==> config.mk <==
export PLATFORM = sky130hd
export DESIGN_NAME = handoff_sequence_logger_unit
export DESIGN_NICKNAME = d
export VERILOG_FILES = /design/src/design/hslog_pkg.sv /design/src/design/hslog_front.sv /design/src/design/hslog_queue.sv /design/src/design/hslog_back.sv /design/src/design/handoff_sequence_logger_unit.sv
export VERILOG_INCLUDE_DIRS = /design/src /design/src/design
export SDC_FILE = /design/constraint.sdc
export NUM_CORES = 1
export LEC_CHECK = 0
export ABC_AREA = 1
export BUFFER_PORTS_ARGS = -buffer_cell sky130_fd_sc_hd__buf_2
export CAP_MARGIN = 40
export CORE_AREA = 2 2 256 258
export CTS_BUF_LIST = sky130_fd_sc_hd__clkbuf_4 sky130_fd_sc_hd__clkbuf_8 sky130_fd_sc_hd__clkbuf_16
export CTS_CLUSTER_DIAMETER = 60
export CTS_CLUSTER_SIZE = 30
export DETAILED_ROUTE_END_ITERATION = 10
export DIE_AREA = 0 0 258 260
export SLEW_MARGIN = 10
export SYNTH_ARGS = -nofsm -noshare
export SYNTH_HDL_FRONTEND = slang
export SYNTH_SLANG_ARGS = --single-unit
==> constraint.sdc <==
create_clock -name clk -period 9.6 [get_ports clk]
set_input_delay 0.96 -clock clk [delete_from_list [all_inputs] [get_ports clk]]
set_output_delay 0.96 -clock clk [all_outputs]
set_load 0.1 [all_outputs]
==> src/design/handoff_sequence_logger_unit_assert.svh <==
// Assertion macros shared by the handoff sequence logger modules.
`ifndef HANDOFF_SEQUENCE_LOGGER_UNIT_ASSERT_SVH
`define HANDOFF_SEQUENCE_LOGGER_UNIT_ASSERT_SVH
`ifndef SYNTHESIS
// Same-cycle implication, disabled during reset.
`define HSL_ASSERT_IMP(lbl, clk_i, rstn_i, ante, cons) \
	lbl: assert property (@(posedge clk_i) disable iff (!rstn_i) (ante) |-> (cons)) \
		else $error("same-cycle implication check failed");
// Next-cycle implication, disabled during reset.
`define HSL_ASSERT_NEXT(lbl, clk_i, rstn_i, ante, cons) \
	lbl: assert property (@(posedge clk_i) disable iff (!rstn_i) (ante) |=> (cons)) \
		else $error("next-cycle implication check failed");
// A condition that must never hold.
`define HSL_ASSERT_NEVER(lbl, clk_i, rstn_i, cond) \
	lbl: assert property (@(posedge clk_i) disable iff (!rstn_i) !(cond)) \
		else $error("forbidden condition seen");
`else
`define HSL_ASSERT_IMP(lbl, clk_i, rstn_i, ante, cons)
`define HSL_ASSERT_NEXT(lbl, clk_i, rstn_i, ante, cons)
`define HSL_ASSERT_NEVER(lbl, clk_i, rstn_i, cond)
`endif
`endif

==> src/design/hslog_pkg.sv <==
// Types, constants and helper functions of the handoff sequence logger.
package hslog_pkg;

	localparam int ADDR_W       = 14;
	localparam int BYTE_W       = 8;
	localparam int CNT_W        = 24;
	localparam int TMO_W        = 16;
	localparam int CFG_W        = 24;
	localparam int CFG_IDX_W    = 2;
	localparam int RECORD_BYTES = 16;
	localparam int REC_IDX_W    = $clog2(RECORD_BYTES);
	localparam int LOG_SLOTS    = 1023;
	localparam int Q_DEPTH      = 2;
	localparam int BEAT_W       = 5;

	// Configuration register indexes.
	localparam logic [CFG_IDX_W-1:0] CFG_ENABLE    = 2'd0;
	localparam logic [CFG_IDX_W-1:0] CFG_SHORT_TMO = 2'd1;
	localparam logic [CFG_IDX_W-1:0] CFG_LONG_TMO  = 2'd2;
	localparam logic [CFG_IDX_W-1:0] CFG_TOTAL     = 2'd3;

	localparam logic [TMO_W-1:0] SHORT_TMO_RESET = 16'd2000;
	localparam logic [TMO_W-1:0] LONG_TMO_RESET  = 16'd60000;
	localparam logic [CNT_W-1:0] TOTAL_RESET     = 24'd3;
	localparam logic [CNT_W-1:0] CNT_MAX         = 24'hFF_FFFF;

	// Header and slot addresses.
	localparam logic [ADDR_W-1:0] ADDR_TOT_HI = 14'h0002;
	localparam logic [ADDR_W-1:0] ADDR_TOT_MI = 14'h0003;
	localparam logic [ADDR_W-1:0] ADDR_TOT_LO = 14'h0004;
	localparam logic [ADDR_W-1:0] ADDR_RUN_HI = 14'h000A;
	localparam logic [ADDR_W-1:0] ADDR_RUN_MI = 14'h000B;
	localparam logic [ADDR_W-1:0] ADDR_RUN_LO = 14'h000C;
	localparam logic [ADDR_W-1:0] ADDR_SLOT0  = 14'h000A;

	// Beat numbers within one log burst.
	localparam logic [BEAT_W-1:0] BEAT_TOT_HI = 5'd16;
	localparam logic [BEAT_W-1:0] BEAT_TOT_MI = 5'd17;
	localparam logic [BEAT_W-1:0] BEAT_TOT_LO = 5'd18;
	localparam logic [BEAT_W-1:0] BEAT_RUN_HI = 5'd19;
	localparam logic [BEAT_W-1:0] BEAT_RUN_MI = 5'd20;
	localparam logic [BEAT_W-1:0] BEAT_RUN_LO = 5'd21;
	localparam logic [BEAT_W-1:0] BEAT_LAST   = BEAT_RUN_LO;

	// Pass codes run upwards from the first coded byte, fail codes from the first failable one.
	localparam logic [BYTE_W-1:0]    CODE_PASS_FIRST = 8'hA1;
	localparam logic [BYTE_W-1:0]    CODE_FAIL_FIRST = 8'hF3;
	localparam logic [REC_IDX_W-1:0] PASS_FIRST_BYTE = 4'd2;
	localparam logic [REC_IDX_W-1:0] FAIL_FIRST_BYTE = 4'd4;

	typedef enum logic [3:0] {
		PH_WAIT_VALID     = 4'd1,
		PH_WAIT_REQ       = 4'd2,
		PH_WAIT_TRREQ     = 4'd3,
		PH_WAIT_READY     = 4'd4,
		PH_WAIT_BUSY      = 4'd5,
		PH_WAIT_REQ_OFF   = 4'd6,
		PH_WAIT_DONE      = 4'd7,
		PH_WAIT_READY_OFF = 4'd8,
		PH_WAIT_COMPT_OFF = 4'd9,
		PH_LOG            = 4'd10
	} phase_t;

	typedef logic [RECORD_BYTES-1:0][BYTE_W-1:0] record_t;

	// One pending log burst.
	typedef struct packed {
		record_t           rec;
		logic [ADDR_W-1:0] base;
		logic [CNT_W-1:0]  total;
		logic [CNT_W-1:0]  run;
	} job_t;

	typedef struct packed {
		logic full;
		logic empty;
	} q_stat_t;

	function automatic logic [BYTE_W-1:0] pass_code(input logic [REC_IDX_W-1:0] idx);
		pass_code = CODE_PASS_FIRST + BYTE_W'(idx) - BYTE_W'(PASS_FIRST_BYTE);
	endfunction

	function automatic logic [BYTE_W-1:0] fail_code(input logic [REC_IDX_W-1:0] idx);
		fail_code = CODE_FAIL_FIRST + BYTE_W'(idx) - BYTE_W'(FAIL_FIRST_BYTE);
	endfunction

	function automatic logic [CNT_W-1:0] bump_cnt(input logic [CNT_W-1:0] v);
		bump_cnt = (v == CNT_MAX) ? CNT_W'(1) : v + CNT_W'(1);
	endfunction

endpackage

==> src/design/hslog_front.sv <==
// Front part: configuration, phase tracking, timeout and record building.
`include "handoff_sequence_logger_unit_assert.svh"
module hslog_front #(
	parameter int LOG_SLOTS = hslog_pkg::LOG_SLOTS
) (
	input  logic                                 clk,
	input  logic                                 arst_n,
	input  logic                                 cfg_we,
	input  logic [hslog_pkg::CFG_IDX_W-1:0]      cfg_index,
	input  logic [hslog_pkg::CFG_W-1:0]          cfg_data,
	input  logic                                 in_valid,
	output logic                                 in_stall,
	input  logic                                 kind,
	input  logic                                 valid_n,
	input  logic                                 cs0_n,
	input  logic                                 cs1_n,
	input  logic                                 tr_req_n,
	input  logic                                 busy_n,
	input  logic                                 compt_n,
	input  logic                                 l_req_n,
	input  logic                                 u_req_n,
	input  logic                                 ready_n,
	input  hslog_pkg::q_stat_t                   q_stat,
	output logic                                 push,
	output hslog_pkg::job_t                      push_job
);

	localparam int SLOT_W = $clog2(LOG_SLOTS);

	logic                              en_q;
	logic [hslog_pkg::TMO_W-1:0]       short_q, long_q, tmo_q, tmo_d, tmo_dec;
	logic [hslog_pkg::CNT_W-1:0]       total_q, run_q, total_nx, run_nx;
	logic [SLOT_W-1:0]                 slot_q, slot_nx;
	hslog_pkg::phase_t                 phase_q, phase_d;
	hslog_pkg::record_t                rec_q, rec_d;
	logic                              accept, work, log_go, expired;
	logic [hslog_pkg::ADDR_W-1:0]      base;

	assign in_stall = en_q && (phase_q == hslog_pkg::PH_LOG) && q_stat.full;
	assign accept   = in_valid && !in_stall;
	assign work     = accept && en_q;

	assign tmo_dec = (kind && (tmo_q != '0)) ? tmo_q - 1'b1 : tmo_q;
	assign expired = (tmo_dec == '0);

	always_comb begin
		total_nx = hslog_pkg::bump_cnt(total_q);
		run_nx   = hslog_pkg::bump_cnt(run_q);
		if (run_q == hslog_pkg::CNT_MAX) begin
			slot_nx = SLOT_W'(1);
		end else if (slot_q == SLOT_W'(LOG_SLOTS - 1)) begin
			slot_nx = '0;
		end else begin
			slot_nx = slot_q + 1'b1;
		end
		base = hslog_pkg::ADDR_W'(slot_nx) << hslog_pkg::REC_IDX_W;
		if (base == '0) begin
			base = hslog_pkg::ADDR_SLOT0;
		end
	end

	always_comb begin
		phase_d = phase_q;
		tmo_d   = tmo_q;
		rec_d   = rec_q;
		log_go  = 1'b0;
		if (work) begin
			tmo_d = tmo_dec;
			case (phase_q)
				hslog_pkg::PH_WAIT_VALID: begin
					if ((!cs0_n || !cs1_n) && !valid_n) begin
						rec_d[2] = hslog_pkg::pass_code(4'd2);
						rec_d[3] = hslog_pkg::pass_code(4'd3);
						tmo_d    = short_q;
						phase_d  = hslog_pkg::PH_WAIT_REQ;
					end
				end
				hslog_pkg::PH_WAIT_REQ: begin
					if (expired) begin
						rec_d[4] = hslog_pkg::fail_code(4'd4);
						phase_d  = hslog_pkg::PH_LOG;
					end else if (!l_req_n || !u_req_n) begin
						rec_d[4] = hslog_pkg::pass_code(4'd4);
						tmo_d    = short_q;
						phase_d  = hslog_pkg::PH_WAIT_TRREQ;
					end
				end
				hslog_pkg::PH_WAIT_TRREQ: begin
					if (expired) begin
						rec_d[5] = hslog_pkg::fail_code(4'd5);
						phase_d  = hslog_pkg::PH_LOG;
					end else if (!tr_req_n) begin
						rec_d[5] = hslog_pkg::pass_code(4'd5);
						tmo_d    = short_q;
						phase_d  = hslog_pkg::PH_WAIT_READY;
					end
				end
				hslog_pkg::PH_WAIT_READY: begin
					if (expired) begin
						rec_d[6] = hslog_pkg::fail_code(4'd6);
						phase_d  = hslog_pkg::PH_LOG;
					end else if (!ready_n) begin
						rec_d[6] = hslog_pkg::pass_code(4'd6);
						tmo_d    = short_q;
						phase_d  = hslog_pkg::PH_WAIT_BUSY;
					end
				end
				hslog_pkg::PH_WAIT_BUSY: begin
					if (expired) begin
						rec_d[7] = hslog_pkg::fail_code(4'd7);
						phase_d  = hslog_pkg::PH_LOG;
					end else if (!busy_n) begin
						rec_d[7] = hslog_pkg::pass_code(4'd7);
						tmo_d    = long_q;
						phase_d  = hslog_pkg::PH_WAIT_REQ_OFF;
					end
				end
				hslog_pkg::PH_WAIT_REQ_OFF: begin
					if (expired) begin
						rec_d[8] = hslog_pkg::fail_code(4'd8);
						phase_d  = hslog_pkg::PH_LOG;
					end else if (l_req_n && u_req_n) begin
						rec_d[8] = hslog_pkg::pass_code(4'd8);
						tmo_d    = long_q;
						phase_d  = hslog_pkg::PH_WAIT_DONE;
					end
				end
				hslog_pkg::PH_WAIT_DONE: begin
					if (expired) begin
						rec_d[9]  = hslog_pkg::fail_code(4'd9);
						rec_d[10] = hslog_pkg::fail_code(4'd10);
						rec_d[11] = hslog_pkg::fail_code(4'd11);
						phase_d   = hslog_pkg::PH_LOG;
					end else if (busy_n && tr_req_n && !compt_n) begin
						rec_d[9]  = hslog_pkg::pass_code(4'd9);
						rec_d[10] = hslog_pkg::pass_code(4'd10);
						rec_d[11] = hslog_pkg::pass_code(4'd11);
						tmo_d     = short_q;
						phase_d   = hslog_pkg::PH_WAIT_READY_OFF;
					end
				end
				hslog_pkg::PH_WAIT_READY_OFF: begin
					if (expired) begin
						rec_d[12] = hslog_pkg::fail_code(4'd12);
						phase_d   = hslog_pkg::PH_LOG;
					end else if (ready_n) begin
						rec_d[12] = hslog_pkg::pass_code(4'd12);
						tmo_d     = short_q;
						phase_d   = hslog_pkg::PH_WAIT_COMPT_OFF;
					end
				end
				hslog_pkg::PH_WAIT_COMPT_OFF: begin
					if (expired) begin
						rec_d[13] = hslog_pkg::fail_code(4'd13);
						rec_d[14] = hslog_pkg::fail_code(4'd14);
						rec_d[15] = hslog_pkg::fail_code(4'd15);
						phase_d   = hslog_pkg::PH_LOG;
					end else if (compt_n) begin
						rec_d[13] = hslog_pkg::pass_code(4'd13);
						rec_d[14] = hslog_pkg::pass_code(4'd14);
						rec_d[15] = hslog_pkg::pass_code(4'd15);
						phase_d   = hslog_pkg::PH_LOG;
					end
				end
				hslog_pkg::PH_LOG: begin
					log_go  = 1'b1;
					rec_d   = '0;
					phase_d = hslog_pkg::PH_WAIT_VALID;
				end
				default: begin
					phase_d = hslog_pkg::PH_WAIT_VALID;
				end
			endcase
		end
	end

	assign push           = log_go;
	assign push_job.rec   = rec_q;
	assign push_job.base  = base;
	assign push_job.total = total_nx;
	assign push_job.run   = run_nx;

	always_ff @(posedge clk or negedge arst_n) begin
		if (!arst_n) begin
			en_q    <= 1'b1;
			short_q <= hslog_pkg::SHORT_TMO_RESET;
			long_q  <= hslog_pkg::LONG_TMO_RESET;
			total_q <= hslog_pkg::TOTAL_RESET;
			run_q   <= '0;
			slot_q  <= '0;
			phase_q <= hslog_pkg::PH_WAIT_VALID;
			tmo_q   <= '0;
			rec_q   <= '0;
		end else begin
			phase_q <= phase_d;
			tmo_q   <= tmo_d;
			rec_q   <= rec_d;
			if (log_go) begin
				total_q <= total_nx;
				run_q   <= run_nx;
				slot_q  <= slot_nx;
			end
			if (cfg_we) begin
				case (cfg_index)
					hslog_pkg::CFG_ENABLE:    en_q    <= cfg_data[0];
					hslog_pkg::CFG_SHORT_TMO: short_q <= cfg_data[hslog_pkg::TMO_W-1:0];
					hslog_pkg::CFG_LONG_TMO:  long_q  <= cfg_data[hslog_pkg::TMO_W-1:0];
					hslog_pkg::CFG_TOTAL:     total_q <= cfg_data[hslog_pkg::CNT_W-1:0];
					default: begin
					end
				endcase
			end
		end
	end

	`HSL_ASSERT_NEXT(a_log_returns_idle, clk, arst_n, log_go, (phase_q == hslog_pkg::PH_WAIT_VALID) && (rec_q == '0))

endmodule

==> src/design/hslog_queue.sv <==
// Short queue of pending log bursts between front and back.
`include "handoff_sequence_logger_unit_assert.svh"
module hslog_queue (
	input  logic               clk,
	input  logic               arst_n,
	input  logic               push,
	input  hslog_pkg::job_t    push_job,
	input  logic               pop,
	output hslog_pkg::job_t    head,
	output hslog_pkg::q_stat_t q_stat
);

	localparam int PTR_W = (hslog_pkg::Q_DEPTH > 1) ? $clog2(hslog_pkg::Q_DEPTH) : 1;
	localparam int CNT_W = $clog2(hslog_pkg::Q_DEPTH + 1);

	hslog_pkg::job_t   slot_q [hslog_pkg::Q_DEPTH];
	logic [PTR_W-1:0]  wr_q, rd_q;
	logic [CNT_W-1:0]  cnt_q;

	assign q_stat.full  = (cnt_q == CNT_W'(hslog_pkg::Q_DEPTH));
	assign q_stat.empty = (cnt_q == '0);
	assign head         = slot_q[rd_q];

	always_ff @(posedge clk) begin
		if (push) begin
			slot_q[wr_q] <= push_job;
		end
	end

	always_ff @(posedge clk or negedge arst_n) begin
		if (!arst_n) begin
			wr_q  <= '0;
			rd_q  <= '0;
			cnt_q <= '0;
		end else begin
			if (push) begin
				wr_q <= (wr_q == PTR_W'(hslog_pkg::Q_DEPTH - 1)) ? '0 : wr_q + 1'b1;
			end
			if (pop) begin
				rd_q <= (rd_q == PTR_W'(hslog_pkg::Q_DEPTH - 1)) ? '0 : rd_q + 1'b1;
			end
			if (push && !pop) begin
				cnt_q <= cnt_q + 1'b1;
			end else if (pop && !push) begin
				cnt_q <= cnt_q - 1'b1;
			end
		end
	end

	`HSL_ASSERT_NEVER(a_no_push_full, clk, arst_n, push && q_stat.full)
	`HSL_ASSERT_NEVER(a_no_pop_empty, clk, arst_n, pop && q_stat.empty)

endmodule

==> src/design/hslog_back.sv <==
// Back part: turns each queued burst into 22 byte-write beats.
`include "handoff_sequence_logger_unit_assert.svh"
module hslog_back (
	input  logic                             clk,
	input  logic                             arst_n,
	input  hslog_pkg::job_t                  head,
	input  hslog_pkg::q_stat_t               q_stat,
	output logic                             pop,
	output logic                             out_valid,
	input  logic                             out_stall,
	output logic [hslog_pkg::ADDR_W-1:0]     write_address,
	output logic [hslog_pkg::BYTE_W-1:0]     write_byte,
	output logic                             last_write
);

	logic [hslog_pkg::BEAT_W-1:0]  beat_q;
	logic                          out_valid_q, last_q, load, last_d;
	logic [hslog_pkg::ADDR_W-1:0]  addr_q, addr_d;
	logic [hslog_pkg::BYTE_W-1:0]  byte_q, byte_d;

	assign load = !q_stat.empty && (!out_valid_q || !out_stall);
	assign pop  = load && (beat_q == hslog_pkg::BEAT_LAST);

	always_comb begin
		addr_d = head.base + hslog_pkg::ADDR_W'(beat_q);
		byte_d = head.rec[beat_q[hslog_pkg::REC_IDX_W-1:0]];
		last_d = 1'b0;
		case (beat_q)
			hslog_pkg::BEAT_TOT_HI: begin
				addr_d = hslog_pkg::ADDR_TOT_HI;
				byte_d = head.total[23:16];
			end
			hslog_pkg::BEAT_TOT_MI: begin
				addr_d = hslog_pkg::ADDR_TOT_MI;
				byte_d = head.total[15:8];
			end
			hslog_pkg::BEAT_TOT_LO: begin
				addr_d = hslog_pkg::ADDR_TOT_LO;
				byte_d = head.total[7:0];
			end
			hslog_pkg::BEAT_RUN_HI: begin
				addr_d = hslog_pkg::ADDR_RUN_HI;
				byte_d = head.run[23:16];
			end
			hslog_pkg::BEAT_RUN_MI: begin
				addr_d = hslog_pkg::ADDR_RUN_MI;
				byte_d = head.run[15:8];
			end
			hslog_pkg::BEAT_RUN_LO: begin
				addr_d = hslog_pkg::ADDR_RUN_LO;
				byte_d = head.run[7:0];
				last_d = 1'b1;
			end
			default: begin
			end
		endcase
	end

	always_ff @(posedge clk) begin
		if (load) begin
			addr_q <= addr_d;
			byte_q <= byte_d;
			last_q <= last_d;
		end
	end

	always_ff @(posedge clk or negedge arst_n) begin
		if (!arst_n) begin
			out_valid_q <= 1'b0;
			beat_q      <= '0;
		end else begin
			if (load) begin
				out_valid_q <= 1'b1;
				beat_q      <= pop ? '0 : beat_q + 1'b1;
			end else if (!out_stall) begin
				out_valid_q <= 1'b0;
			end
		end
	end

	assign out_valid     = out_valid_q;
	assign write_address = addr_q;
	assign write_byte    = byte_q;
	assign last_write    = last_q;

	`HSL_ASSERT_IMP(a_pop_at_last_beat, clk, arst_n, pop, beat_q == hslog_pkg::BEAT_LAST)
	`HSL_ASSERT_IMP(a_last_is_run_lo, clk, arst_n, out_valid_q && last_q, addr_q == hslog_pkg::ADDR_RUN_LO)

endmodule

==> src/design/handoff_sequence_logger_unit.sv <==
// Top level of the handoff sequence logger: front, burst queue and write back end.
// The logger watches the active-low pins of a parallel load-port handoff and takes one
// sample beat every clock cycle unless the input stalls. Each beat feeds a phase tracker in
// the front part. A beat with kind set counts the current phase timeout down by one
// millisecond. Each wait phase writes pass codes into a 16-byte record, and each one after
// the first writes fail codes on a timeout. When the sequence completes or times out, the
// following beat closes the record. It also bumps the total and run counts, which wrap to
// one after all ones, and hands the record with its slot address and both counts to a
// two-entry burst queue. The back part drains the queue at one write beat per cycle while
// out_stall is low: sixteen record bytes at the slot address, then six header bytes (total
// count at 0x0002..0x0004 and run count at 0x000A..0x000C, high byte first). The last of
// these carries last_write. The slot address is the run count modulo LOG_SLOTS times
// sixteen, kept by a running slot counter, and slot zero lands at 0x000A. A burst occupies
// the output for 22 write beats. The input stalls only when a record waits to close while
// both queue entries hold bursts not yet fully written. Configuration registers are written
// with cfg_we, cfg_index and cfg_data while the logger is idle. Clearing CFG_ENABLE
// freezes the tracker, but sample beats are still taken and produce no writes.
module handoff_sequence_logger_unit #(
	parameter int LOG_SLOTS = hslog_pkg::LOG_SLOTS
) (
	input  logic                                 clk,
	input  logic                                 arst_n,
	input  logic                                 cfg_we,
	input  logic [hslog_pkg::CFG_IDX_W-1:0]      cfg_index,
	input  logic [hslog_pkg::CFG_W-1:0]          cfg_data,
	input  logic                                 in_valid,
	output logic                                 in_stall,
	input  logic                                 kind,
	input  logic                                 valid_n,
	input  logic                                 cs0_n,
	input  logic                                 cs1_n,
	input  logic                                 tr_req_n,
	input  logic                                 busy_n,
	input  logic                                 compt_n,
	input  logic                                 l_req_n,
	input  logic                                 u_req_n,
	input  logic                                 ready_n,
	output logic                                 out_valid,
	input  logic                                 out_stall,
	output logic [hslog_pkg::ADDR_W-1:0]         write_address,
	output logic [hslog_pkg::BYTE_W-1:0]         write_byte,
	output logic                                 last_write
);

	// Burst handoff between the phase tracker and the write sequencer.
	hslog_pkg::q_stat_t q_stat;
	hslog_pkg::job_t    push_job, head;
	logic               push, pop;

	// The front part follows the handshake phases and closes records into bursts.
	hslog_front #(
		.LOG_SLOTS (LOG_SLOTS)
	) u_front (
		.clk       (clk),
		.arst_n    (arst_n),
		.cfg_we    (cfg_we),
		.cfg_index (cfg_index),
		.cfg_data  (cfg_data),
		.in_valid  (in_valid),
		.in_stall  (in_stall),
		.kind      (kind),
		.valid_n   (valid_n),
		.cs0_n     (cs0_n),
		.cs1_n     (cs1_n),
		.tr_req_n  (tr_req_n),
		.busy_n    (busy_n),
		.compt_n   (compt_n),
		.l_req_n   (l_req_n),
		.u_req_n   (u_req_n),
		.ready_n   (ready_n),
		.q_stat    (q_stat),
		.push      (push),
		.push_job  (push_job)
	);

	// The queue lets the tracker carry on sampling while a burst is written out.
	hslog_queue u_queue (
		.clk      (clk),
		.arst_n   (arst_n),
		.push     (push),
		.push_job (push_job),
		.pop      (pop),
		.head     (head),
		.q_stat   (q_stat)
	);

	// The back part sends one registered write beat per cycle while out_stall is low.
	hslog_back u_back (
		.clk           (clk),
		.arst_n        (arst_n),
		.head          (head),
		.q_stat        (q_stat),
		.pop           (pop),
		.out_valid     (out_valid),
		.out_stall     (out_stall),
		.write_address (write_address),
		.write_byte    (write_byte),
		.last_write    (last_write)
	);

endmodule
==> parameters.txt, run 1 <==
Parameter                              Value

Layout
  Signed area change from the synthesized netlist to the final layout    15.2%
  N_diodes    0
  Layout cells sized above 1    10.2%
  Number of fillers in the final layout    6,717
  Cell area after layout    20,500 µm²
  Nets@finish    2,349

Synth
  Share of the yosys chip area belonging to registers    48.9%
  Yosys warns    0
  Largest area contributor in the synthesized netlist    sky130_fd_sc_hd__edfxtp_1
  Leading cell types by total area after synthesis    sky130_fd_sc_hd__edfxtp_1 (29%), sky130_fd_sc_hd__dfrtp_1 (17%), sky130_fd_sc_hd__nand2_1 (11%)
  Synth top area share    slightly below 30%
  Most frequent cell after synthesis    sky130_fd_sc_hd__nand2_1
  Main flop type after synthesis    sky130_fd_sc_hd__edfxtp_1
  Share of synthesized flip-flops with an asynchronous set or reset    between 40 and 50%
  Synthesized netlist cell count    2,257
  Post-synthesis sequential element count    313
  Post-synth top cells    sky130_fd_sc_hd__nand2_1 (539), sky130_fd_sc_hd__nor2_1 (272), sky130_fd_sc_hd__inv_1 (231)
  Number of unique standard cell types used by synthesis    50
  Post-synth net total    approximately 2,300
  Mapped cell area    17,800 µm²
  Syn Area/Cell    around 8 µm²
  Count of flip-flops with a built-in enable after synthesis    approximately 180

Clocking
  TritonCTS Buffers    35
  Maximum buffer depth of the clock tree    3
  CTS clk-pin slew, worst paths    roughly 0.090 ns
  Num Clock Sinks    313
  Number of setup buffers added after CTS    0
  CTS root buf    sky130_fd_sc_hd__clkbuf_16
  H-tree depth    2
  Hold buffers post-CTS    0
  CTS resizes    0
  Insertion delay of the later-clocked pin in the worst-skew pair    0.58 ns
  TritonCTS clock tree    built

Global route
  Number of antenna violations at the first check in global routing    0
  Total Routing Usage GR    between 10% and 20%
  Maximum number of pins on one net before global-route repair    82
  Residual overflow from global routing    0
  Vias in the first global route    14,100
  First-pass GRT wire length    80.4 mm

Worst setup path
  Worst reg-to-reg setup slack    around 5.8 ns
  Cell-by-cell listing of the critical path    inv_2 -> nor2_1 -> inv_1 -> nor2_2 -> inv_1 -> nor2_1 -> nor2_1 -> buf_4 -> nand2_2 -> buf_4 -> inv_2 -> buf_4 -> ha_1 -> a21oi_1 -> o21ai_0 -> xnor2_1
  Kind of critical path    reg -> reg
  CP max stage delay    0.47 ns
  Critical-path maximum fanout    73
  Critical Path Slowest Stage Cell    sky130_fd_sc_hd__buf_4
  Data arrival time of the worst path    4.26 ns
  Required @ worst endpoint    roughly 10 ns
  Start of the worst register-to-register path    u_front.phase_q[3]$_DFFE_PN0P_
  Element type at the critical path end    register
  Endpoint of the lowest-slack register-to-register path    u_queue.cnt_q[1]$_DFFE_PN0P_
  Kind of start point of the critical path    register
  Kind of cell with the highest combined delay on the critical path    buffers and inverters
  Depth of the most critical reg-to-reg path    16
  Critical path buffer and inverter count    7

STA
  Timing-limited maximum frequency    about 260 MHz
  Slew headroom    36.7%
  Share of the cycle needed by the critical path after routing    between 40% and 50%
  Hold Slack    0.399 ns
  Total of endpoints with negative setup slack in the final report    0
  Setup repair after global routing missed its margin    false
  Final setup slack of the worst path    5.76 ns
  Total Neg Setup Slack    0 ns
  Pins over their slew limit    0
  Final hold violations    0
  Fin crit period    3.84 ns
  Slew at the pin closest to its max-slew limit    0.948 ns
  Clk_skew    roughly 0.049 ns

Floorplanning
  Die outline area    67,100 µm²
  Horizontal extent of the die    258 µm
  Vertical die dimension    260 µm
  Initial Utilization    27.8%
  I/O pin total    66
  Area of the core    approximately 64,000 µm²
  Cell Rows    93

Placed design
  Cell area reported after detailed placement    ~19,000 µm²
  Worst-case setup slack after placement    5.58 ns
  Weighted congestion reported at the end of routability-driven placement    0.874
  Number of port buffers    65
  DP Wirelength    34.7 mm

Drt
  Sum of routed wire length over all layers    50.2 mm
  Count of antenna-violating nets left after detailed routing    0
  Post-route DRC violation count    0
  Routed length per instance    approximately 16 µm
  Routed via count    15,200
  Vias per cell    between 4 and 5
  Count of routing violations after the opening detailed-route iteration    1,282
  First drt pass iteration count    5

Power and ir drop
  Leakage power figure    a little under 9 nW
  Peak supply drop    about 0.00011 V
  Power density over the cells    247 nW/µm²

Worst hold path
  Type of the most critical hold path    in -> async

Outcome
  Result of the run    completed

Job
  Max-cap viol count    0
-- cells by family (layout without fill, tap and decap cells) --
| kind of cell | Yosys count | in the layout | share of synthesized area, % |
|---|---|---|---|
| and+or+nand+nor | 1123 | 1123 | 27.1 |
| muxes | 10 | 10 | 0.582 |
| xor gates and xnor gates | 36 | 36 | 1.77 |
| adders and majority gates | 15 | 15 | 1.05 |
| AOI/OAI and AO/OA | 419 | 419 | 12.8 |
| buffers and inverters | 341 | 403 | 7.78 |
| DFF | 313 | 313 | 48.9 |
-- sequential cells by signal (all words and copies together), names as in the netlist, 2 cells and up --
name and count:
u_front.phase_q 4, u_front.slot_q 10, u_front.tmo_q 16, u_front.run_q 24
u_back.write_byte 8, u_queue.slot_q 152, u_back.beat_q 5, u_front.push_job 17
u_back.write_address 14, u_front.long_q 16, u_front.total_q 24, u_front.short_q 16
u_queue.cnt_q 2
-- power by group --
part	internal (mW)	leakage [nW]	switching, mW
Combinational	0.529	5.13	1.23
Sequential	1.63	3.04	0.160
Clock	0.819	0.641	0.701
-- metal layers --
layer  GRT usage [%]  vias up  part of all wire (%)
met5               0        -                     0
met4            4.80        0                   2.3
met3            1.75       81                   5.7
met2            23.6      431                    45
met1            21.4     7093                    47
li1                -     7617                     -
-- metrics by stage --
step / utilization (%) / total power [mW] / std cells
after CTS: 32.0 / 5.10 / 3172
after global placement: 29.6 / 3.53 / 3098
final: 32.1 / 5.08 / 3174
after global routing: 32.1 / 5.40 / 3174
after detailed placement: 29.9 / 3.56 / 3109
after floorplan: - / 3.07 / 2257
-- worst reg2reg max path, cell delays in order, from the launching register on --
cell,delay (ns)
sky130_fd_sc_hd__dfrtp_1,0.44
sky130_fd_sc_hd__inv_2,0.05
sky130_fd_sc_hd__nor2_1,0.24
sky130_fd_sc_hd__inv_1,0.16
sky130_fd_sc_hd__nor2_2,0.23
sky130_fd_sc_hd__inv_1,0.11
sky130_fd_sc_hd__nor2_1,0.15
sky130_fd_sc_hd__nor2_1,0.06
sky130_fd_sc_hd__buf_4,0.22
sky130_fd_sc_hd__nand2_2,0.09
sky130_fd_sc_hd__buf_4,0.47
sky130_fd_sc_hd__inv_2,0.24
sky130_fd_sc_hd__buf_4,0.38
sky130_fd_sc_hd__ha_1,0.52
sky130_fd_sc_hd__a21oi_1,0.11
sky130_fd_sc_hd__o21ai_0,0.11
sky130_fd_sc_hd__xnor2_1,0.13
-- layout make-up --
| type | instances | area (µm²) | share of cell area (%) |
|---|---|---|---|
| inverter | 244 | 916 | 4.46 |
| sequential | 313 | 8730 | 42.5 |
| tap | 855 | 1070 | 5.21 |
| clock buffer | 35 | 876 | 4.26 |
| clock inverter | 28 | 465 | 2.26 |
| multi-input combinational | 1603 | 7770 | 37.8 |
| timing repair buffer | 96 | 724 | 3.53 |
-- cells in the final DEF, fill, tap and decap left out, types with 4 or more instances in the layout --
| cell type | netlist | final |
|---|---|---|
| sky130_fd_sc_hd__buf_2 | 9 | 64 |
| sky130_fd_sc_hd__inv_2 | 5 | 6 |
| sky130_fd_sc_hd__nor2_1 | 272 | 263 |
| sky130_fd_sc_hd__buf_16 | 0 | 5 |
| sky130_fd_sc_hd__edfxtp_1 | 175 | 175 |
| sky130_fd_sc_hd__nand4_1 | 40 | 40 |
| sky130_fd_sc_hd__clkinv_1 | 8 | 8 |
| sky130_fd_sc_hd__nor4_1 | 18 | 18 |
| sky130_fd_sc_hd__nand3b_1 | 24 | 24 |
| sky130_fd_sc_hd__clkbuf_16 | 0 | 35 |
| sky130_fd_sc_hd__xnor2_1 | 4 | 4 |
| sky130_fd_sc_hd__mux2i_1 | 7 | 7 |
| sky130_fd_sc_hd__clkinv_8 | 0 | 11 |
| sky130_fd_sc_hd__nor3_1 | 43 | 43 |
| sky130_fd_sc_hd__a22oi_1 | 12 | 12 |
| sky130_fd_sc_hd__xor2_1 | 32 | 32 |
| sky130_fd_sc_hd__a21oi_1 | 191 | 191 |
| sky130_fd_sc_hd__ha_1 | 15 | 15 |
| sky130_fd_sc_hd__buf_4 | 0 | 18 |
| sky130_fd_sc_hd__nand2_1 | 539 | 538 |
| sky130_fd_sc_hd__or2_2 | 7 | 7 |
| sky130_fd_sc_hd__nand2_2 | 6 | 6 |
| sky130_fd_sc_hd__buf_8 | 0 | 8 |
| sky130_fd_sc_hd__nor2_4 | 2 | 4 |
| sky130_fd_sc_hd__o21ai_1 | 13 | 13 |
| sky130_fd_sc_hd__nor2_2 | 7 | 14 |
| sky130_fd_sc_hd__dfrtp_1 | 121 | 120 |
| sky130_fd_sc_hd__inv_1 | 231 | 230 |
| sky130_fd_sc_hd__nand2_4 | 6 | 7 |
| sky130_fd_sc_hd__o22ai_1 | 5 | 5 |
| sky130_fd_sc_hd__dfstp_2 | 17 | 17 |
| sky130_fd_sc_hd__o211ai_1 | 18 | 18 |
| sky130_fd_sc_hd__inv_16 | 0 | 4 |
| sky130_fd_sc_hd__o21ai_0 | 157 | 157 |
| sky130_fd_sc_hd__nand3_1 | 154 | 154 |
-- how the worst max path moves through the flow --
stage,startpoint,end,depth (start not counted)
3_3_place_gp,busy_n,u_front.tmo_q[1]$_DFFE_PN0P_,12
5_1_grt,u_front.phase_q[3]$_DFFE_PN0P_,u_queue.cnt_q[1]$_DFFE_PN0P_,16
4_1_cts,u_front.phase_q[3]$_DFFE_PN0P_,u_queue.cnt_q[1]$_DFFE_PN0P_,16
3_5_place_dp,tr_req_n,u_front.tmo_q[1]$_DFFE_PN0P_,12
6_report,u_front.phase_q[3]$_DFFE_PN0P_,u_queue.cnt_q[1]$_DFFE_PN0P_,16
2_1_floorplan,u_front.phase_q[0]$_DFFE_PN1P_,u_queue.slot_q[0][0]$_DFFE_PP_,9
(Power assumes the default switching activity.)
==> inputs of run 2 (changes only) <==
==> constraint.sdc (replaced) <==
create_clock -name clk -period 3.1 [get_ports clk]
set_input_delay 0.31 -clock clk [delete_from_list [all_inputs] [get_ports clk]]
set_output_delay 0.31 -clock clk [all_outputs]
set_load 0.1 [all_outputs]
==> parameters.txt, run 2 (synthesized netlist as in run 1, its figures left out) <==
Parameter                              Value

Worst setup path
  Kind of critical path    reg -> out
  Data arrival time of the worst path    2.51 ns (-1.75 ns)
  Depth of the most critical reg-to-reg path    20 (+4)
  Worst reg-to-reg setup slack    0.31 ns (-5.45 ns)
  Critical-path maximum fanout    6 (-92%)
  CP max stage delay    0.47 ns (about the same)
  Critical Path Slowest Stage Cell    sky130_fd_sc_hd__dfrtp_1
  Critical path buffer and inverter count    4 (-3)
  Endpoint of the lowest-slack register-to-register path    u_front.tmo_q[5]$_DFFE_PN0P_
  Required @ worst endpoint    2.79 ns (-7.23 ns)
  Cell-by-cell listing of the critical path    inv_2 -> nor2_1 -> inv_1 -> nor2_2 -> inv_1 -> nor2_4 -> buf_2
  Kind of start point of the critical path    register
  Start of the worst register-to-register path    u_front.tmo_q[0]$_DFFE_PN0P_
  Element type at the critical path end    output pin
  Kind of cell with the highest combined delay on the critical path    buffers and inverters
  Most common cell type on the critical path    sky130_fd_sc_hd__inv_1

Placed design
  DP Wirelength    35.1 mm (+1.1%)
  Worst-case setup slack after placement    0.182 ns (-5.40 ns)
  Cell count after placement    3,153 (+1.4%)
  Weighted congestion reported at the end of routability-driven placement    0.869 (-0.58%)
  Number of port buffers    65 (unchanged)

STA
  Timing-limited maximum frequency    354 MHz
  Final hold violations    0 (unchanged)
  Slew at the pin closest to its max-slew limit    0.744 ns (-0.204 ns)
  Share of the cycle needed by the critical path after routing    91.1%
  Clk_skew    0.0231 ns (-0.0259 ns)
  Pins over their slew limit    0 (unchanged)
  Total of endpoints with negative setup slack in the final report    0 (unchanged)
  Slew headroom    50.4% (+14 points)
  Fin crit period    2.82 ns
  Total Neg Setup Slack    0 ns (unchanged)
  Setup repair after global routing missed its margin    false
  Final setup slack of the worst path    0.275 ns (-5.48 ns)

Floorplanning
  Area of the core    64,100 µm² (unchanged)
  Cell Rows    93 (unchanged)
  Horizontal extent of the die    258 µm (unchanged)
  I/O pin total    66 (unchanged)
  Initial Utilization    27.8% (unchanged)
  Die outline area    67,100 µm² (unchanged)
  Vertical die dimension    260 µm (unchanged)

Layout
  Share of the core filled with cells in the final layout    32.3% (+0.28 points)
  Signed area change from the synthesized netlist to the final layout    16.2%
  Nets@finish    2,397 (+2.0%)
  Register containing the most flip-flops in the final layout    u_queue.slot_q
  Leading cell type in the layout, fill and taps excluded    sky130_fd_sc_hd__nand2_1
  Top flop regs    u_queue.slot_q x152, u_front.run_q x24, u_front.total_q x24
  Layout cells sized above 1    11.8% (+1.6 points)
  Number of standard cells in the layout, taps in and fillers out    3,222 (+1.5%)
  Most frequent cells in the layout    sky130_fd_sc_hd__nand2_1 (537), sky130_fd_sc_hd__nor2_1 (267), sky130_fd_sc_hd__inv_1 (229)
  Flip-flop count of the largest register after layout    152 (unchanged)

Global route
  First-pass GRT wire length    80.4 mm (about the same)
  Total Routing Usage GR    15.1% (+0.070 points)
  Residual overflow from global routing    0 (unchanged)
  Number of antenna violations at the first check in global routing    1 (+1)
  Maximum number of pins on one net before global-route repair    78 (-4.9%)
  Vias in the first global route    14,200 (+0.61%)

Clocking
  H-tree depth    2 (unchanged)
  Num Clock Sinks    313 (unchanged)
  TritonCTS Buffers    34 (-2.9%)
  Insertion delay of the later-clocked pin in the worst-skew pair    0.56 ns (-0.02 ns)
  TritonCTS clock tree    built
  CTS root buf    sky130_fd_sc_hd__clkbuf_16
  Maximum buffer depth of the clock tree    3 (unchanged)
  CTS clk-pin slew, worst paths    0.06 ns (-0.03 ns)

Drt
  Sum of routed wire length over all layers    50.9 mm (+1.4%)
  Routed via count    15,400 (+1.2%)
  Post-route DRC violation count    0 (unchanged)
  Vias per cell    4.78 (-0.34%)
  Routed length per instance    15.8 µm (about the same)
  First drt pass iteration count    5 (unchanged)
  Count of antenna-violating nets left after detailed routing    0 (unchanged)
  Count of routing violations after the opening detailed-route iteration    1,382 (+7.8%)

Worst hold path
  Hold Crit Endpoint    u_front.total_q[19]$_DFF_PN0_
  Type of the most critical hold path    in -> reg
  Count of cells along the worst hold path    3
  Worst Hold Launch    cfg_data[19]

Outcome
  Result of the run    completed

Power and ir drop
  Switching power share of the total    41.3% (+0.064 points)
  Leakage power figure    8.97 nW (+1.7%)
  Power density over the cells    747 nW/µm² (+200%)
  Net switching power figure    6.40 mW (+210%)
  Cell-internal power    9.09 mW (+200%)
  Combinational power share    36.0% (+1.3 points)
  Fraction of power consumed by sequential logic    35.6% (+0.2 points)
  Share of power burned in the clock network    28.4% (-1.5 points)
  Peak supply drop    0.000335 V (+210%)
  Pwr Total    15.5 mW (+210%)

Job
  Max-cap viol count    0 (unchanged)
-- run 2: per-layer routing --
metal / global-route usage [%] / routed length (µm) / vias to the layer above
met1: 21.9 / 24600 / 7162
met2: 23.2 / 22500 / 440
met4: 4.96 / 1160 / 0
met3: 1.67 / 2650 / 74
li1: - / - / 7724
met5: 0 / 0 / -
-- run 2: what timing repair did --
action,4_1_cts,5_1_grt
hold buffers,2,0
gates resized for setup,0,6
hold endpoints to repair,55,0
endpoints found under the setup margin,0,27
setup buffers,0,5
-- run 2: how the worst max path moves through the flow --
stage / startpoint / end / slack (ns) / depth (start not counted)
6_report: u_front.phase_q[3]$_DFFE_PN0P_ / in_stall / 0.28 / 7
5_1_grt: u_front.tmo_q[1]$_DFFE_PN0P_ / u_front.tmo_q[7]$_DFFE_PN0P_ / 0.006 / 20
4_1_cts: u_front.tmo_q[0]$_DFFE_PN0P_ / u_front.tmo_q[5]$_DFFE_PN0P_ / 0.18 / 20
3_5_place_dp: u_front.tmo_q[0]$_DFFE_PN0P_ / u_front.tmo_q[5]$_DFFE_PN0P_ / 0.18 / 20
3_3_place_gp: u_front.tmo_q[0]$_DFFE_PN0P_ / u_front.tmo_q[5]$_DFFE_PN0P_ / 0.22 / 20
2_1_floorplan: u_queue.rd_q$_DFFE_PN0P_ / u_back.write_address[12]$_DFFE_PP_ / 0.006 / 21
-- run 2: area by class of cell --
cell class                      instances  area, µm²
Sequential cell                       313       8730
Multi-Input combinational cell       1603       7780
Clock inverter                         25        335
Timing Repair Buffer                  145        991
Inverter                              244        916
Fill cell                            6764      43400
Tap cell                              855       1070
Antenna cell                            1       2.50
Clock buffer                           36        901
-- run 2: tightest hold or removal path, cell delays in order --
cell and delay [ns]:
sky130_fd_sc_hd__buf_2 0.08, sky130_fd_sc_hd__nor2_1 0.04, sky130_fd_sc_hd__a21oi_1 0.10
-- run 2: power groups by stage --
stage          sequential, mW  combinational [mW]  clock (mW)
2_1_floorplan            6.03                3.48           0
3_3_place_gp             5.58                5.49           0
3_5_place_dp             5.58                5.49           0
4_1_cts                  5.50                5.53        4.50
5_1_grt                  5.57                6.25        4.67
6_report                 5.51                5.58        4.40
-- run 2: through the flow --
| step | hold WS (ns) | area (µm²) |
|---|---|---|
| 2_1_floorplan | 0.0144 | 17900 |
| 3_3_place_gp | 0.349 | 19400 |
| 3_5_place_dp | 0.352 | 19400 |
| 4_1_cts | 0.0152 | 20700 |
| 5_1_grt | 0.0354 | 20700 |
| 6_report | 0.0294 | 20700 |
